### config.mk
export PLATFORM = sky130hd
export DESIGN_NAME = pip_seq
export DESIGN_NICKNAME = d
export VERILOG_FILES = /design/src/rtl/pip_pkg.sv /design/src/rtl/pip_seq.sv
export SDC_FILE = /design/constraint.sdc
export NUM_CORES = 1
export LEC_CHECK = 0
export BUFFER_PORTS_ARGS = -buffer_cell sky130_fd_sc_hd__buf_2
export CAP_MARGIN = 20
export CORE_MARGIN = 2
export CORE_UTILIZATION = 40
export DETAILED_ROUTE_END_ITERATION = 12
export GPL_TIMING_DRIVEN = 1
export PLACE_DENSITY_LB_ADDON = 0.12
export SYNTH_ARGS = -nofsm -noshare
export SYNTH_HDL_FRONTEND = slang
export SYNTH_SLANG_ARGS = --single-unit
### constraint.sdc
create_clock -name clk -period 8.7 [get_ports clk]
set_input_delay 0.87 -clock clk [delete_from_list [all_inputs] [get_ports clk]]
set_output_delay 0.87 -clock clk [all_outputs]
set_load 0.05 [all_outputs]
### src/rtl/pip_pkg.sv
`timescale 1ns / 1ps

package pip_pkg;

	localparam int MAX_VERTICES_DEF = 256;
	localparam int COORD_BITS_DEF   = 20;

	localparam int VCNT_W   = 9;
	localparam int VIDX_W   = 8;
	localparam int USER_W   = 1;
	localparam int M_DATA_W = 8;

	localparam logic OP_LOAD  = 1'b0;
	localparam logic OP_QUERY = 1'b1;

endpackage

### src/rtl/pip_seq.sv
`timescale 1ns / 1ps

module pip_seq
	import pip_pkg::*;
#(
	parameter int COORD_BITS = COORD_BITS_DEF,
	parameter int ADDR_W     = 8,
	localparam int DW        = COORD_BITS + 1,
	localparam int PW        = 2 * DW
) (
	input  logic                        clk,
	input  logic                        arst_n,
	input  logic                        start,
	input  logic                        empty,
	input  logic [ADDR_W-1:0]           last_idx,
	input  logic signed [COORD_BITS-1:0] qx,
	input  logic signed [COORD_BITS-1:0] qy,
	output logic                        idle,
	output logic [ADDR_W-1:0]           raddr,
	input  logic signed [COORD_BITS-1:0] rd_x,
	input  logic signed [COORD_BITS-1:0] rd_y,
	output logic signed [DW-1:0]        mul_a,
	output logic signed [DW-1:0]        mul_b,
	input  logic signed [PW-1:0]        mul_p,
	output logic                        res_valid,
	input  logic                        res_ready,
	output logic                        res_inside
);

	typedef enum logic [2:0] {
		S_IDLE,
		S_PRIME,
		S_PREV,
		S_EDGE,
		S_MUL1,
		S_MUL2,
		S_CMP,
		S_DONE
	} state_t;

	state_t state_q;

	logic [ADDR_W-1:0]           raddr_q;
	logic [ADDR_W-1:0]           idx_q;
	logic [ADDR_W-1:0]           last_q;
	logic signed [COORD_BITS-1:0] px_q;
	logic signed [COORD_BITS-1:0] py_q;
	logic signed [COORD_BITS-1:0] prev_x_q;
	logic signed [COORD_BITS-1:0] prev_y_q;
	logic signed [COORD_BITS-1:0] cur_x_q;
	logic signed [COORD_BITS-1:0] cur_y_q;
	logic signed [DW-1:0]        a_q;
	logic signed [DW-1:0]        b_q;
	logic signed [DW-1:0]        c_q;
	logic signed [DW-1:0]        d_q;
	logic                        cross_q;
	logic                        dy_neg_q;
	logic signed [PW-1:0]        p_q;
	logic                        parity_q;
	logic                        res_valid_q;
	logic                        res_inside_q;

	logic signed [DW-1:0]  px_e, py_e, xi_e, yi_e, xj_e, yj_e;
	logic signed [DW-1:0]  dy_c;
	logic signed [PW:0]    diff;
	logic                  flip;

	assign px_e = {px_q[COORD_BITS-1], px_q};
	assign py_e = {py_q[COORD_BITS-1], py_q};
	assign xi_e = {rd_x[COORD_BITS-1], rd_x};
	assign yi_e = {rd_y[COORD_BITS-1], rd_y};
	assign xj_e = {prev_x_q[COORD_BITS-1], prev_x_q};
	assign yj_e = {prev_y_q[COORD_BITS-1], prev_y_q};
	assign dy_c = yj_e - yi_e;

	assign diff = {p_q[PW-1], p_q} - {mul_p[PW-1], mul_p};
	assign flip = cross_q && (diff != '0) && (diff[PW] != dy_neg_q);

	always_comb begin
		if (state_q == S_MUL1) begin
			mul_a = a_q;
			mul_b = b_q;
		end else begin
			mul_a = c_q;
			mul_b = d_q;
		end
	end

	always_ff @(posedge clk or negedge arst_n) begin
		if (!arst_n) begin
			state_q     <= S_IDLE;
			res_valid_q <= 1'b0;
			parity_q    <= 1'b0;
		end else begin
			if (res_valid_q && res_ready && (state_q != S_DONE)) begin
				res_valid_q <= 1'b0;
			end
			unique case (state_q)
				S_IDLE: begin
					if (start) begin
						px_q     <= qx;
						py_q     <= qy;
						last_q   <= last_idx;
						raddr_q  <= last_idx;
						idx_q    <= '0;
						parity_q <= 1'b0;
						state_q  <= empty ? S_DONE : S_PRIME;
					end
				end
				S_PRIME: begin
					raddr_q <= '0;
					state_q <= S_PREV;
				end
				S_PREV: begin
					prev_x_q <= rd_x;
					prev_y_q <= rd_y;
					state_q  <= S_EDGE;
				end
				S_EDGE: begin
					cur_x_q  <= rd_x;
					cur_y_q  <= rd_y;
					a_q      <= px_e - xi_e;
					b_q      <= dy_c;
					c_q      <= xj_e - xi_e;
					d_q      <= py_e - yi_e;
					cross_q  <= (rd_y > py_q) != (prev_y_q > py_q);
					dy_neg_q <= dy_c[DW-1];
					raddr_q  <= idx_q + 1'b1;
					state_q  <= S_MUL1;
				end
				S_MUL1: begin
					state_q <= S_MUL2;
				end
				S_MUL2: begin
					p_q     <= mul_p;
					state_q <= S_CMP;
				end
				S_CMP: begin
					parity_q <= parity_q ^ flip;
					prev_x_q <= cur_x_q;
					prev_y_q <= cur_y_q;
					idx_q    <= idx_q + 1'b1;
					state_q  <= (idx_q == last_q) ? S_DONE : S_EDGE;
				end
				S_DONE: begin
					if (!res_valid_q || res_ready) begin
						res_valid_q  <= 1'b1;
						res_inside_q <= parity_q;
						state_q      <= S_IDLE;
					end
				end
				default: begin
					state_q <= S_IDLE;
				end
			endcase
		end
	end

	assign idle       = (state_q == S_IDLE);
	assign raddr      = raddr_q;
	assign res_valid  = res_valid_q;
	assign res_inside = res_inside_q;

endmodule

==> metrics.txt <==
cell area after synthesis roughly 17000 um2; number of flip-flops and latches in the synthesized netlist between 200 and 300; maximum count of clock buffers along a single path 3; area of the die roughly 43000 um2; DR vias/cell between 5 and 6; Hold Violations, Final 0; GRT busiest layer met2; worst hold slack between 0.15 and 0.2 ns; final setup violation count 0; endpoint of the worst-slack reg-to-reg timing path parity_q; finished layout cell area roughly 19000 um2; sequential cell area fraction in the yosys report between 50% and 60%; Inst Count DP roughly 2200; number of core rows 74; reported leakage power between 7 and 8 nW; I/O pin count roughly 190; fraction of synthesized cell area taken by the top area cell type slightly below 50%; violation count after the first detailed-routing iteration between 500 and 600; routing usage on met2 between 30% and 40%; cts bufs inserted 35; worst hold path class input port to async pin; count of antenna-violating nets left after detailed routing 0; leading cell type in the layout, fill and taps excluded sky130_fd_sc_hd__edfxtp_1; Worst Path Class, Setup input port to flip-flop; TritonCTS sink count 277; clock latency at the later pin of the worst-skew pair between 0.5 and 0.6 ns; unrepaired setup endpoints after global routing no; final period demand of the worst path roughly 4 ns; hold buffers post-CTS 0; Slowest cell on crit path sky130_fd_sc_hd__ha_1; fmax ~250 MHz; HPWL after detailed placement approximately 30000 um; Post-synth ARST share around 1.8%; data arrival at the endpoint of the critical path between 4 and 5 ns; Routed Wire Length roughly 41000 um; vias after detailed routing 11750; GRT Util Overall between 10% and 20%; cell at the root of the clock tree sky130_fd_sc_hd__clkbuf_16; most common flop cell mapped by yosys sky130_fd_sc_hd__edfxtp_1; die boundary height roughly 210 um; kind of launch point of the worst setup path input port; pin count of the biggest net entering global routing 73; placer's final routability congestion estimate approximately 0.90; max-capacitance violation count 0; reg2reg setup slack 4.75 ns; EDFF count, synth 272; transition at the pin with the smallest max-transition slack a little under 1 ns; max-slew violations 0; Crit path largest cell delay about 0.46 ns; Syn Nets 1758; global-route met3 utilization 3.623%; Gate Count Post-Synth 1475; ratio of cells with drive above 1 in the final layout a little over a fifth; area growth from synthesis to layout 16.13%; number of filler cells placed in the layout between 3000 and 4000; Top cell by count, worst path sky130_fd_sc_hd__o211ai_2; result of the run finished, final reports clean; share of the clock period used by the worst path about 47%; accumulated negative setup slack 0 ns; Setup Skew between 0.02 and 0.025 ns; total placed instance area 18090 um2; Gates resized, CTS repair 0; Peak supply drop 163.7 uV; number of nets in the finished design 1963; endpoint type of the worst setup path flip-flop; number of global-route vias before repair about 12000; synthesized area per cell between 10 and 15 um2; commonest non-fill, non-tap cells in the layout sky130_fd_sc_hd__edfxtp_1 (272), sky130_fd_sc_hd__buf_2 (188), sky130_fd_sc_hd__inv_1 (162); DRC Markers 0; die boundary width slightly above 200 um; Yosys warning count 0; required time worst endpoint 9.14 ns; Overflow after GRT 0; Worst Reg2Reg Path Length in Cells 13; DR WL/cell between 15 and 20 um; maximum level of the CTS H-tree 2; crit-path cells buf_2, inv_1, ha_1, a21o_1, a31oi_2, nand3_1, o211ai_2, a21oi_2, nor2_1, mux2_2, a211o_1, nor4_2, nand4_1, o211ai_2, mux2i_1; fin cells ~2200; global-route track usage on met1 about a quarter; wire length of the first global-routing pass around 63000 um; area leader, netlist sky130_fd_sc_hd__edfxtp_1; TritonCTS clock tree done; cells taking the most area after synthesis sky130_fd_sc_hd__edfxtp_1 (49%), sky130_fd_sc_hd__ha_1 (11%), sky130_fd_sc_hd__mux2_2 (5.8%); 1st-pass router iterations 5; area of the core region between 40000 and 50000 um2; Distinct cells, synth 70; number of setup buffers added after CTS 0; antenna violations before repair 8; Power Density 251.6 nW/um2; Layout Utilization between 40% and 50%; Worst R2R Start p_q[8]; Slew headroom ~35%; clock input transition at the sequential cells of the worst setup and hold paths approximately 0.05 ns; CP max FO 11; initial standard-cell utilization of the core around two fifths; total of buffers placed on input and output ports approximately 190
-- metrics by stage --
step / power, mW / worst slack (ns)
6_report: 4.825 / 4.645
5_1_grt: 5.093 / 4.413
3_5_place_dp: 3.479 / 4.117
4_1_cts: 4.895 / 4.669
2_1_floorplan: 3.056 / 1.932
3_3_place_gp: 3.459 / 4.171
-- how the worst max path moves through the flow --
| stage | from | end | cells past startpoint |
|---|---|---|---|
| after CTS | mul_p[8] | parity_q | 15 |
| after floorplan | arst_n | a_q[0] | 2 |
| after detailed placement | mul_p[8] | parity_q | 15 |
| final | mul_p[8] | parity_q | 15 |
| after global routing | mul_p[8] | parity_q | 15 |
| after global placement | mul_p[8] | parity_q | 15 |
-- power breakdown --
group / switching (mW) / leakage, nW / internal, mW
sequential: 0.0891 / 2.54 / 1.77
combinational: 1.03 / 4.82 / 0.554
clock: 0.565 / 0.521 / 0.819
-- cell usage after synthesis (all sizes together) (5+ instances only) --
master	number
a2111oi	7
a211oi	14
a21boi	19
a21o	29
a21oi	76
a31o	7
a31oi	13
and2	8
and3	12
buf	9
clkbuf	19
dfrtp	5
edfxtp	272
ha	144
inv	162
mux2	85
mux2i	8
nand2	101
nand2b	22
nand3	28
nand4	14
nor2	93
nor2b	18
nor3	30
nor3b	9
nor4	6
o2111ai	5
o211ai	11
o21a	9
o21ai	94
o31a	5
o31ai	7
or2	9
or3	9
xnor2	48
xor2	23
-- layer usage --
layer | wire, um | vias to the layer above
li1 | - | 5830
met1 | 18120 | 5605
met2 | 19790 | 233
met3 | 1653 | 75
met4 | 1146 | 10
met5 | 54 | -
-- critical path, delay by kind of cell --
family	cells	cell delay (ns)
buffers and inverters	2	0.13
muxes	2	0.56
AOI/OAI and AO/OA	6	1.54
and+or+nand+nor	4	0.94
adders and majority gates	1	0.46
-- kinds of logic (layout without fill, tap and decap cells) --
family,Yosys count,in the layout,share of synthesized area [%]
muxes,93,93,6.281
AOI/OAI and AO/OA,328,328,13.17
adders and majority gates,148,148,11.40
xor gates and xnor gates,71,71,3.766
other,0,1,0
DFF,277,277,50.22
buffers and inverters,190,420,4.364
and+or+nand+nor,368,368,10.80
-- registers in the layout (all words and copies together), names as in the netlist, 3 cells and up --
signal,flops
d_q,21
idx_q,8
prev_y_q,20
last_q,8
py_q,20
b_q,21
px_q,20
cur_x_q,20
c_q,21
p_q,42
cur_y_q,20
a_q,21
prev_x_q,20
state_q,3
raddr,8
-- cell type report --
| cell class | count | area [um2] | area share [%] |
|---|---|---|---|
| Sequential cell | 277 | 8293 | 43.24 |
| Multi-Input combinational cell | 1008 | 7526 | 39.24 |
| Clock inverter | 17 | 146.4 | 0.7634 |
| Antenna cell | 1 | 2.502 | 0.01305 |
| Timing Repair Buffer | 196 | 1001 | 5.220 |
| Clock buffer | 45 | 934.6 | 4.874 |
| Tap cell | 532 | 665.6 | 3.471 |
| Inverter | 162 | 608.1 | 3.171 |
No activity file was read; power rests on OpenSTA's default activity.
